[src/tcw_pkg.sv]
// ----------------------------------------------------------------------------
// tcw_pkg
// types, constants and control structs shared by the text console writer
// ----------------------------------------------------------------------------
package tcw_pkg;

  // default screen geometry
  localparam int DEF_COLUMNS = 80;
  localparam int DEF_ROWS    = 25;

  // field widths
  localparam int CMD_W       = 2;
  localparam int CHAR_W      = 8;
  localparam int ROW_FIELD_W = 5;
  localparam int COL_FIELD_W = 7;
  localparam int CELL_W      = 16;
  localparam int COLOUR_W    = 8;

  // configuration port
  localparam int CFG_IDX_W  = 1;
  localparam int CFG_DATA_W = 8;
  localparam logic [CFG_IDX_W-1:0] REG_TEXT_COLOUR   = 1'b0;
  localparam logic [CFG_IDX_W-1:0] REG_SCROLL_COLOUR = 1'b1;

  // character codes and reset colours
  localparam logic [CHAR_W-1:0]   NEWLINE_CODE        = 8'h0A;
  localparam logic [CHAR_W-1:0]   SPACE_CODE          = 8'h20;
  localparam logic [COLOUR_W-1:0] RESET_TEXT_COLOUR   = 8'h07;
  localparam logic [COLOUR_W-1:0] RESET_SCROLL_COLOUR = 8'h02;

  // item commands
  typedef enum logic [CMD_W-1:0] {
    CMD_PUT   = 2'd0,
    CMD_CLEAR = 2'd1,
    CMD_READ  = 2'd2
  } cmd_t;

  // input item
  typedef struct packed {
    logic [CMD_W-1:0]       command;
    logic [CHAR_W-1:0]      char_code;
    logic [ROW_FIELD_W-1:0] read_row;
    logic [COL_FIELD_W-1:0] read_column;
  } in_item_t;

  // result item
  typedef struct packed {
    logic [CELL_W-1:0]      cell_entry;
    logic [ROW_FIELD_W-1:0] cursor_row;
    logic [COL_FIELD_W-1:0] cursor_column;
    logic                   scrolled;
  } out_item_t;

  // controller to datapath commands
  typedef struct packed {
    logic load;
    logic put_exec;
    logic read_issue;
    logic sweep_start;
    logic fill_all;
    logic sweep_step;
    logic emit;
    logic emit_read;
    logic emit_scrolled;
    logic home;
  } dp_ctrl_t;

  // datapath to controller status
  typedef struct packed {
    logic [CMD_W-1:0] command;
    logic             put_scroll;
    logic             sweep_last;
  } dp_stat_t;

endpackage

[src/tcw_ctrl.sv]
// ----------------------------------------------------------------------------
// tcw_ctrl
// sequencing state machine: item accept, execute, memory sweeps and result
// ----------------------------------------------------------------------------
module tcw_ctrl
  import tcw_pkg::*;
(
  input  logic     clk,
  input  logic     rst_n,
  input  logic     start,
  output logic     busy,
  input  dp_stat_t stat,
  output dp_ctrl_t ctrl
);

  typedef enum logic [5:0] {
    S_INIT   = 6'b000001,
    S_IDLE   = 6'b000010,
    S_EXEC   = 6'b000100,
    S_READ   = 6'b001000,
    S_CLEAR  = 6'b010000,
    S_SCROLL = 6'b100000
  } state_t;

  state_t state_r, state_nxt;

  // state register, reset starts the power-on clearing pass
  always_ff @(posedge clk) begin
    if (!rst_n) begin
      state_r <= S_INIT;
    end else begin
      state_r <= state_nxt;
    end
  end

  // next state and datapath commands
  always_comb begin
    state_nxt = state_r;
    ctrl      = '0;
    unique case (state_r)
      S_INIT: begin
        ctrl.sweep_step = 1'b1;
        if (stat.sweep_last) begin
          state_nxt = S_IDLE;
        end
      end
      S_IDLE: begin
        if (start) begin
          ctrl.load = 1'b1;
          state_nxt = S_EXEC;
        end
      end
      S_EXEC: begin
        unique case (stat.command)
          CMD_PUT: begin
            ctrl.put_exec = 1'b1;
            if (stat.put_scroll) begin
              ctrl.sweep_start = 1'b1;
              state_nxt        = S_SCROLL;
            end else begin
              ctrl.emit = 1'b1;
              state_nxt = S_IDLE;
            end
          end
          CMD_CLEAR: begin
            ctrl.sweep_start = 1'b1;
            ctrl.fill_all    = 1'b1;
            state_nxt        = S_CLEAR;
          end
          CMD_READ: begin
            ctrl.read_issue = 1'b1;
            state_nxt       = S_READ;
          end
          default: begin
            // unused command: report the cursor only
            ctrl.emit = 1'b1;
            state_nxt = S_IDLE;
          end
        endcase
      end
      S_READ: begin
        ctrl.emit      = 1'b1;
        ctrl.emit_read = 1'b1;
        state_nxt      = S_IDLE;
      end
      S_CLEAR: begin
        ctrl.sweep_step = 1'b1;
        if (stat.sweep_last) begin
          ctrl.emit = 1'b1;
          ctrl.home = 1'b1;
          state_nxt = S_IDLE;
        end
      end
      S_SCROLL: begin
        ctrl.sweep_step = 1'b1;
        if (stat.sweep_last) begin
          ctrl.emit          = 1'b1;
          ctrl.emit_scrolled = 1'b1;
          state_nxt          = S_IDLE;
        end
      end
      default: begin
        state_nxt = S_INIT;
      end
    endcase
  end

  assign busy = (state_r != S_IDLE);

endmodule

[config.mk]
export PLATFORM = sky130hd
export DESIGN_NAME = tcw_ctrl
export DESIGN_NICKNAME = d
export VERILOG_FILES = /design/src/tcw_pkg.sv /design/src/tcw_ctrl.sv
export SDC_FILE = /design/constraint.sdc
export NUM_CORES = 1
export LEC_CHECK = 0
export ABC_AREA = 1
export BUFFER_PORTS_ARGS = -buffer_cell sky130_fd_sc_hd__clkbuf_2
export CAP_MARGIN = 20
export CORE_AREA = 2 2 39 41
export CTS_CLUSTER_DIAMETER = 60
export DETAILED_ROUTE_END_ITERATION = 12
export DIE_AREA = 0 0 41 43
export HOLD_SLACK_MARGIN = 0.02
export PLACE_DENSITY = 0.71
export SYNTH_ARGS = -nofsm -noshare
export SYNTH_HDL_FRONTEND = slang
export SYNTH_SLANG_ARGS = --single-unit
[constraint.sdc]
create_clock -name clk -period 1.2 [get_ports clk]
set_input_delay 0.24 -clock clk [delete_from_list [all_inputs] [get_ports clk]]
set_output_delay 0.24 -clock clk [all_outputs]
set_load 0.005 [all_outputs]
==> results of run 1 <==
==> what timing repair did <==
action	CTS	global route
buffers inserted	2	1
pin swaps	8	10
setup endpoints to repair	15	16
resized for setup	24	15
hold buffers	0	0
cloned	0	0
==> cell families after synthesis <==
| logic type | after synthesis | share of synthesized area |
|---|---|---|
| DFF | 6 | 0.243 |
| and+or+nand+nor | 49 | 0.468 |
| adders and majority gates | 5 | 0.127 |
| buffers and inverters | 16 | 0.122 |
| AOI/OAI and AO/OA | 4 | 0.0405 |
==> layout make-up <==
class	instances	area, um^2
inverters	16	60.1
multi-input cells	58	413
repair buffers	34	228
clock buffers	3	22.5
well taps	16	20.0
fillers	132	512
flip-flops and latches	6	129
==> worst min-delay path by stage <==
stage	from	endpoint	slack [ns]	cells after the start
2_1_floorplan	rst_n	state_r[0]	0.32	1
3_5_place_dp	rst_n	state_r[0]	0.48	2
3_3_place_gp	rst_n	state_r[0]	0.47	2
6_report	rst_n	state_r[0]	0.23	2
5_1_grt	rst_n	state_r[0]	0.23	2
4_1_cts	rst_n	state_r[0]	0.23	2
==> power by group through the flow <==
stage                     sequential (uW)  clock (uW)  combinational, uW
after CTS                             320         184                656
after global placement                290           0                550
final                                 327         180                714
after detailed placement              292           0                563
after global routing                  333         200                793
after floorplan                       291           0                342
==> layer usage <==
metal	routed length (um)	up-vias	GRT usage
li1	-	320	-
met1	456	274	0.160
met2	709	21	0.325
met3	64	4	0.0471
met4	21	0	0.100
met5	0	-	0
==> layout by cell type, fill, tap and decap left out <==
master    count
buf_2         3
nor2_2        4
nand3_1       6
nand2_2       2
dfxtp_4       1
nor3_2        1
buf_4        13
nand4_1       1
ha_1          5
buf_6         4
nor2_1       11
inv_2         3
nand3_2       1
nand2_4       1
dfxtp_2       4
a21oi_1       3
nand2_1      11
inv_1        13
nand3_4       3
clkbuf_4      3
clkbuf_2     14
dfxtp_1       1
nand3b_1      1
nor2_4        7
a21oi_2       1
==> metrics by stage <==
stage          power, uW   util
2_1_floorplan        634      -
3_3_place_gp         840  0.509
3_5_place_dp         855  0.509
4_1_cts             1160  0.593
5_1_grt             1330  0.630
6_report            1220  0.630
==> results.py, run 1 <==
metrics = {
    "sta": {
        "worst_slack_ns": -0.268,
        "worstMarginPinSlew_ns": 0.249,
        "holdWs_ns": 0.233,
        "setup_viol": 15,
        "period_minus_slack_ns": 1.47,
        "slew_headroom": 0.834,
        "slew_viol_final": 0,
        "fmax_mhz": 681,
        "min_period_over_period": 1.22,
        "fin_skew_ns": 0.00146,
        "setup_tns_ns": -2.67,
        "hold_viol": 0,
        "rsz0062_at_grt": "yes",
    },
    "detailed_routing": {
        "drt_pass1_iterations": 4,
        "antenna_left": 0,
        "vias_per_cell": 4.65,
        "drt_wl_total_um": 1250,
        "wl_per_cell_um": 9.41,
        "first_iter_violations": 1,
        "drcViolationCount": 0,
        "vias": 619,
    },
    "status": {
        "violations": "negative setup slack",
        "status": "finished with violations",
    },
    "power": {
        "leakage_uw": 0.000457,
        "p_per_area_nw_per_um2": 1400,
        "ir_worst_vdd_v": 0.000567,
        "combPwrFrac": 0.585,
        "p_sw_uw": 521,
        "swShare": 0.427,
        "seqPwrFrac": 0.268,
        "p_int_uw": 700,
        "clock_power_share": 0.147,
    },
    "clock_tree": {
        "cts_tree": "built",
        "cts_sinks": 6,
        "clkTransAtPathRegs_ns": 0.04,
        "htree_levels": 1,
        "worstSkewPairLatency_ns": 0.24,
        "cts-root-buf": "clkbuf_4",
        "cts_buffers": 3,
        "cts_buffer_depth": 2,
    },
    "yosys": {
        "synth_nets": 92,
        "synth.largest_area_cell": "dfxtp_1",
        "synth_top_area_frac": 0.243,
        "synth_ff_type": "dfxtp_1",
        "synth_cells": 80,
        "ys_seq_area_frac": 0.243,
        "synth_area_um2": 494,
        "syn_avg_cell_area_um2": 6.18,
        "synth-async-reset-ratio": 0,
        "ys.warnings.count": 0,
        "synthTopCellsByArea": "dfxtp_1 24%, nor2_1 14%, ha_1 13%",
        "synth_edf_count": 0,
        "yosysUniqueCellTypes": 14,
        "yosys-top-cells-count": "18 x nor2_1, 16 x inv_1, 13 x nand2_1, 9 x nand3_1, 6 x dfxtp_1",
        "synth-seq-cells": 6,
        "yosysMostFrequentCell": "nor2_1",
    },
    "global_routing": {
        "grt_pass1_vias": 555,
        "track_usage": 0.178,
        "grt_max_degree": 7,
        "grt_pass1_wl_um": 2090,
        "antenna_found_initial": 0,
        "overflow": 0,
    },
    "floorplan": {
        "start_util": 0.357,
        "design.core.area_um2": 1380,
        "dieArea_um2": 1760,
        "ios": 18,
        "num_rows": 14,
        "die-width_um": 41,
        "die_height_um": 43,
    },
    "finish": {
        "largestRegisters": "state_r: 6 flops",
        "drive_gt1_frac": 0.556,
        "design_area_um2": 872,
        "largest_reg_flops": 6,
        "nets": 131,
        "instances_no_fill": 133,
        "largest_register": "state_r",
        "flow.area_growth_from_synthesis_pct": 76.5,
        "antenna_cells": 0,
    },
    "setup_path": {
        "cp.required_ns": 0.96,
        "cp-endpoint": "ctrl[6]",
        "timing.reg2reg.setup_slack_ns": -0.10,
        "critPathBufInv": 2,
        "end_kind": "output pin",
        "crit_start": "state_r[5]",
        "critPathLaunchType": "flip-flop",
        "r2r_end": "state_r[4]",
        "path_delay_family": "simple AND/OR/NAND/NOR gates",
        "ff2ff_path_depth": 10,
        "criticalPathCategory": "reg -> out",
        "path_max_fanout": 5,
        "crit_path_frequent_cell": "nor2_4",
        "path_cells": "nor2_4 > nand2_2 > nor2_4 > inv_2 > a21oi_2 > clkbuf_2",
        "r2r_start": "state_r[5]",
        "cp.depth": 6,
        "max_stage_delay_ns": 0.34,
        "crit_slowest_cell": "dfxtp_2",
        "arrival_ns": 1.23,
    },
    "flow_run": {
        "drv_cap": 0,
    },
    "placement": {
        "place_ws_ns": -0.154,
        "post-place-cells": 127,
        "port_buffers": 17,
        "place_congestion": 0.733,
        "dp_hpwl_um": 967,
        "place_area_um2": 704,
    },
    "hold_path": {
        "min_path_type": "in -> reg",
    },
}
Power figures use the tool's default switching activity.
==> inputs of run 2 (changes only) <==
--- a/config.mk
+++ b/config.mk
@@ -5,15 +5,13 @@
 export SDC_FILE = /design/constraint.sdc
 export NUM_CORES = 1
 export LEC_CHECK = 0
-export ABC_AREA = 1
 export BUFFER_PORTS_ARGS = -buffer_cell sky130_fd_sc_hd__clkbuf_2
 export CAP_MARGIN = 20
 export CORE_AREA = 2 2 39 41
-export CTS_CLUSTER_DIAMETER = 60
 export DETAILED_ROUTE_END_ITERATION = 12
 export DIE_AREA = 0 0 41 43
 export HOLD_SLACK_MARGIN = 0.02
-export PLACE_DENSITY = 0.71
+export PLACE_DENSITY = 0.68
 export SYNTH_ARGS = -nofsm -noshare
 export SYNTH_HDL_FRONTEND = slang
 export SYNTH_SLANG_ARGS = --single-unit
==> constraint.sdc (replaced) <==
create_clock -name clk -period 1.2 [get_ports clk]
set_input_delay 0.18 -clock clk [delete_from_list [all_inputs] [get_ports clk]]
set_output_delay 0.18 -clock clk [all_outputs]
set_load 0.005 [all_outputs]
==> run 2 against run 1 <==
Against the previous run:
- the run still ends with negative setup slack left
- sequential power fell by 27%
- non-clock buffer count is 7 higher
- flip-flop and latch count did not move
- register-to-register slack lost 0.25 ns
- total power down 29%
- synthesized area is 6.8% lower
- design area increased by 8.5%
- wire length rose by 29%
- largest cell class unchanged
- largest power group unchanged
==> results.py, run 2 <==
metrics = {
    "status": {
        "status": "finished with violations",
        "violations": "negative setup slack",
    },
    "yosys": {
        "synth_nets": 73,
        "synthTopCellsByArea": "dfxtp_1 26%, ha_1 14%, and2_1 5.4%",
        "synth_edf_count": 0,
        "synth_cells": 61,
        "ys_seq_area_frac": 0.261,
        "yosysUniqueCellTypes": 26,
        "yosys-top-cells-count": "6 x dfxtp_1, 6 x inv_1, 6 x nor2_1, 5 x ha_1, 5 x nand2_1",
        "synth-seq-cells": 6,
        "synth.largest_area_cell": "dfxtp_1",
        "ys.warnings.count": 0,
        "synth_ff_type": "dfxtp_1",
        "synth_area_um2": 460,
        "syn_avg_cell_area_um2": 7.55,
        "synth_top_area_frac": 0.261,
        "synth-async-reset-ratio": 0,
    },
    "sta": {
        "slew_viol_final": 0,
        "fmax_mhz": 618,
        "worstMarginPinSlew_ns": 0.260,
        "setup_viol": 16,
        "min_period_over_period": 1.35,
        "rsz0062_at_grt": "yes",
        "worst_slack_ns": -0.418,
        "hold_viol": 0,
        "period_minus_slack_ns": 1.62,
        "fin_skew_ns": 0.00104,
        "holdWs_ns": 0.198,
        "slew_headroom": 0.822,
    },
    "power": {
        "p_per_area_nw_per_um2": 922,
        "ir_worst_vdd_v": 0.000517,
        "leakage_uw": 0.000451,
        "finalPower_uw": 872,
    },
    "floorplan": {
        "die-width_um": 41,
        "start_util": 0.333,
        "design.core.area_um2": 1380,
        "die_height_um": 43,
        "ios": 18,
        "dieArea_um2": 1760,
        "num_rows": 14,
    },
    "placement": {
        "place_area_um2": 689,
        "port_buffers": 17,
        "dp_hpwl_um": 998,
        "place_ws_ns": -0.206,
        "place_congestion": 0.772,
    },
    "finish": {
        "final_common_cell": "buf_4",
        "fillers": 122,
        "layout_common_cells": "17 x buf_4, 14 x clkbuf_2, 7 x buf_6",
        "antenna_cells": 0,
        "largest_register": "state_r",
        "largest_reg_flops": 6,
        "design_area_um2": 946,
        "nets": 117,
        "final_util": 0.684,
        "largestRegisters": "state_r: 6 flops",
        "drive_gt1_frac": 0.709,
        "flow.area_growth_from_synthesis_pct": 105,
    },
    "detailed_routing": {
        "first_iter_violations": 15,
        "wl_per_cell_um": 13.6,
        "vias_per_cell": 4.94,
        "vias": 588,
        "antenna_left": 0,
        "drcViolationCount": 0,
        "drt_wl_total_um": 1620,
        "drt_pass1_iterations": 3,
    },
    "setup_path": {
        "path_max_fanout": 3,
        "criticalPathCategory": "reg -> out",
        "r2r_end": "state_r[3]",
        "arrival_ns": 1.44,
        "critPathLaunchType": "flip-flop",
        "cp.required_ns": 1.02,
        "r2r_start": "state_r[1]",
        "end_kind": "output pin",
        "ff2ff_path_depth": 6,
        "timing.reg2reg.setup_slack_ns": -0.35,
    },
    "hold_path": {
        "min_path_type": "in -> reg",
        "hold_path_end": "state_r[0]",
        "min_delay_path_depth": 2,
        "holdCritStartpoint": "rst_n",
    },
    "flow_run": {
        "drv_cap": 0,
    },
    "global_routing": {
        "overflow": 0,
        "antenna_found_initial": 0,
        "grt_max_degree": 8,
        "grt_pass1_vias": 502,
        "grt_pass1_wl_um": 2020,
        "track_usage": 0.170,
    },
    "clock_tree": {
        "clkTransAtPathRegs_ns": 0.05,
        "cts_sinks": 6,
        "htree_levels": 1,
        "worstSkewPairLatency_ns": 0.25,
        "cts-root-buf": "clkbuf_4",
        "cts_buffer_depth": 2,
        "cts_tree": "built",
        "cts_buffers": 3,
    },
}
[run 2: timing repair]
item | in CTS | in global routing
setup endpoints to repair | 17 | 16
gates resized for setup | 12 | 38
setup buffers | 4 | 3
hold buffers | 0 | 0
pin swaps | 4 | 11
gates cloned | 0 | 0
[run 2: power by group]
part | internal (uW) | switching (uW)
Clock | 114 | 85.6
Sequential | 222 | 18.2
Combinational | 232 | 201
Total | 568 | 304
[run 2: layout make-up]
cell class / instances / area, um^2 / share of cell area
repair buffers: 41 / 292 / 0.308
clock buffers: 3 / 22.5 / 0.0238
flip-flops and latches: 6 / 135 / 0.143
inverters: 6 / 22.5 / 0.0238
well taps: 16 / 20.0 / 0.0212
multi-input cells: 47 / 454 / 0.480
[run 2: kinds of logic after synthesis]
family / after synthesis / synth area share
simple gates: 29 / 0.326
flops: 6 / 0.261
compound gates: 11 / 0.168
xor+xnor: 1 / 0.0190
fa+ha+maj: 5 / 0.136
mux: 1 / 0.0217
buf+inv: 8 / 0.0679
[run 2: how the worst max path moves through the flow]
stage                     startpoint    endpoint  slack (ns)
after floorplan           state_r[1]  state_r[0]       -0.16
after global placement    state_r[1]  state_r[0]       -0.19
after detailed placement  state_r[1]  state_r[5]       -0.21
after CTS                 state_r[0]     ctrl[3]       -0.36
after global routing      state_r[1]     ctrl[3]       -0.47
final                     state_r[1]     ctrl[3]       -0.42
[run 2: critical path, stage by stage (launching register included)]
cell and delay [ns]:
dfxtp_4 0.33, buf_4 0.14, nor2_4 0.15, buf_6 0.12, nand3_2 0.09, inv_2 0.09
a21oi_4 0.04, o41ai_2 0.06, buf_2 0.16
[run 2: through the flow]
stage                     instances  TNS (ns)
after floorplan                  61    -0.573
after global placement          109     -1.58
after detailed placement        109     -1.68
after CTS                       116     -3.94
after global routing            119     -5.87
final                           119     -5.12
[run 2: layer usage]
| metal | GRT usage | vias up | wire length (um) |
|---|---|---|---|
| met1 | 0.197 | 275 | 614 |
| met3 | 0.0314 | 2 | 54 |
| met2 | 0.281 | 19 | 916 |
| met4 | 0.0800 | 0 | 29 |
| li1 | - | 292 | - |
| met5 | 0 | - | 0 |
==> inputs of run 3 (changes only) <==
--- a/config.mk
+++ b/config.mk
@@ -12,6 +12,7 @@
 export DIE_AREA = 0 0 41 43
 export HOLD_SLACK_MARGIN = 0.02
 export PLACE_DENSITY = 0.68
+export RECOVER_POWER = 50
 export SYNTH_ARGS = -nofsm -noshare
 export SYNTH_HDL_FRONTEND = slang
 export SYNTH_SLANG_ARGS = --single-unit
==> run 3 against run 2 <==
Against the previous run:
- the run still ends with negative setup slack left
- maximum frequency is essentially flat
- clock-buffer cell count did not move
- combinational power about the same
- first-iteration DRC count is 53% lower
- largest cell class unchanged
==> results.py, run 3 (synthesized netlist as in run 2, its figures left out) <==
metrics = {
    "clock_tree": {
        "htree_levels": 1,
        "cts_tree": "built",
        "clkTransAtPathRegs_ns": 0.05,
        "cts_sinks": 6,
        "cts-root-buf": "clkbuf_4",
        "cts_buffers": 3,
        "cts_buffer_depth": 2,
        "worstSkewPairLatency_ns": 0.25,
    },
    "placement": {
        "dp_hpwl_um": 998,
        "place_congestion": 0.772,
        "port_buffers": 17,
        "place_area_um2": 689,
    },
    "global_routing": {
        "antenna_found_initial": 0,
        "grtUsageMet2": 0.281,
        "grt_use_met3": 0.0314,
        "grt_pass1_vias": 502,
        "grt_max_degree": 8,
        "grtUsageMet1": 0.197,
        "overflow": 0,
        "grt-busiest-layer": "met2",
        "track_usage": 0.170,
        "grt_pass1_wl_um": 2020,
    },
    "floorplan": {
        "num_rows": 14,
        "ios": 18,
        "dieArea_um2": 1760,
        "start_util": 0.333,
        "design.core.area_um2": 1380,
        "die-width_um": 41,
        "die_height_um": 43,
    },
    "finish": {
        "design_area_um2": 946,
        "final_common_cell": "buf_4",
        "nets": 117,
        "flow.area_growth_from_synthesis_pct": 105,
        "largest_reg_flops": 6,
        "antenna_cells": 0,
        "fillers": 122,
        "multi_input_area_um2": 454,
        "final_util": 0.684,
        "final-seq-area_um2": 135,
        "largestRegisters": "state_r: 6 flops",
        "layout_common_cells": "17 x buf_4, 14 x clkbuf_2, 7 x buf_6",
        "drive_gt1_frac": 0.709,
        "largest_register": "state_r",
    },
    "setup_path": {
        "ff2ff_path_depth": 6,
        "r2r_end": "state_r[3]",
        "criticalPathCategory": "reg -> out",
        "path_cells": "buf_4 > nor2_4 > buf_6 > nand3_2 > inv_2 > a21oi_4 > o41ai_2 > buf_2",
        "end_kind": "output pin",
        "critPathLaunchType": "flip-flop",
        "arrival_ns": 1.44,
        "cp-endpoint": "ctrl[3]",
        "timing.reg2reg.setup_slack_ns": -0.36,
        "r2r_start": "state_r[1]",
        "cp.required_ns": 1.02,
        "crit_start": "state_r[1]",
        "crit_slowest_cell": "dfxtp_4",
        "max_stage_delay_ns": 0.33,
        "path_max_fanout": 3,
    },
    "status": {
        "status": "finished with violations",
        "violations": "negative setup slack",
    },
    "detailed_routing": {
        "drt_pass1_iterations": 4,
        "vias": 594,
        "vias_per_cell": 4.99,
        "wl_per_cell_um": 13.5,
        "antenna_left": 0,
        "drt_wl_total_um": 1610,
        "drcViolationCount": 0,
        "first_iter_violations": 7,
    },
    "power": {
        "combPwrFrac": 0.497,
        "ir_worst_vdd_v": 0.000518,
        "p_int_uw": 568,
        "p_sw_uw": 304,
        "p_per_area_nw_per_um2": 922,
        "swShare": 0.349,
        "leakage_uw": 0.000450,
        "clock_power_share": 0.228,
        "seqPwrFrac": 0.275,
    },
    "sta": {
        "setup_viol": 16,
        "slew_viol_final": 0,
        "min_period_over_period": 1.35,
        "slew_headroom": 0.822,
        "worstMarginPinSlew_ns": 0.260,
        "rsz0062_at_grt": "yes",
        "fin_skew_ns": 0.00198,
        "hold_viol": 0,
        "fmax_mhz": 618,
        "worst_slack_ns": -0.418,
        "period_minus_slack_ns": 1.62,
    },
    "hold_path": {
        "min_path_type": "in -> reg",
    },
    "flow_run": {
        "drv_cap": 0,
    },
}
[run 3: cell count changes in the layout (fill, tap and decap cells not counted)]
cell	delta
and2_0	+1
and2_1	-1
[run 3: through the flow]
step                      hold WS [ns]  total power (uW)  TNS (ns)  setup WS, ns  std cells
after detailed placement         0.429               473     -1.68        -0.206        109
after global routing             0.216               918     -5.88        -0.471        119
after CTS                        0.183               733     -3.94        -0.359        116
final                            0.200               872     -5.10        -0.418        119
after global placement           0.424               469     -1.58        -0.190        109
after floorplan                  0.246               367    -0.573        -0.164         61
[run 3: how the worst min path moves through the flow]
stage          startpoint         end  slack, ns  depth (start not counted)
6_report            rst_n  state_r[0]       0.20                          2
5_1_grt             rst_n  state_r[0]       0.22                          2
4_1_cts             rst_n  state_r[0]       0.18                          2
3_5_place_dp        rst_n  state_r[0]       0.43                          2
3_3_place_gp        rst_n  state_r[0]       0.42                          2
2_1_floorplan       rst_n  state_r[0]       0.25                          1
[run 3: cell type report]
| type | count | share of cell area |
|---|---|---|
| repair buffers | 41 | 0.308 |
| well taps | 16 | 0.0212 |
| inverters | 6 | 0.0238 |
| flip-flops and latches | 6 | 0.143 |
| clock buffers | 3 | 0.0238 |
| multi-input cells | 47 | 0.480 |
[run 3: per-layer routing]
layer  vias to the layer above  wire length (um)
met5                         -                 0
met4                         0                29
met3                         2                58
met2                        19               916
met1                       281               601
li1                        292                 -
[run 3: repair_timing]
action,in CTS,in global routing
endpoints found under the setup margin,17,16
hold buffers,0,0
resized for setup,12,38
pin swaps,4,11
buffers inserted,4,3
[run 3: critical path, delay by kind of cell (launching register included)]
kind / cells / cell delay, ns
buffers and inverters: 4 / 0.51
DFF: 1 / 0.33
and+or+nand+nor: 2 / 0.24
AOI/OAI and AO/OA: 2 / 0.10
[run 3: power by group through the flow]
stage / Clock, uW / Combinational [uW] / Sequential (uW)
floorplan: 0 / 133 / 235
global placement: 0 / 232 / 236
detailed placement: 0 / 235 / 238
CTS: 194 / 307 / 232
global route: 217 / 460 / 242
finish: 199 / 433 / 240
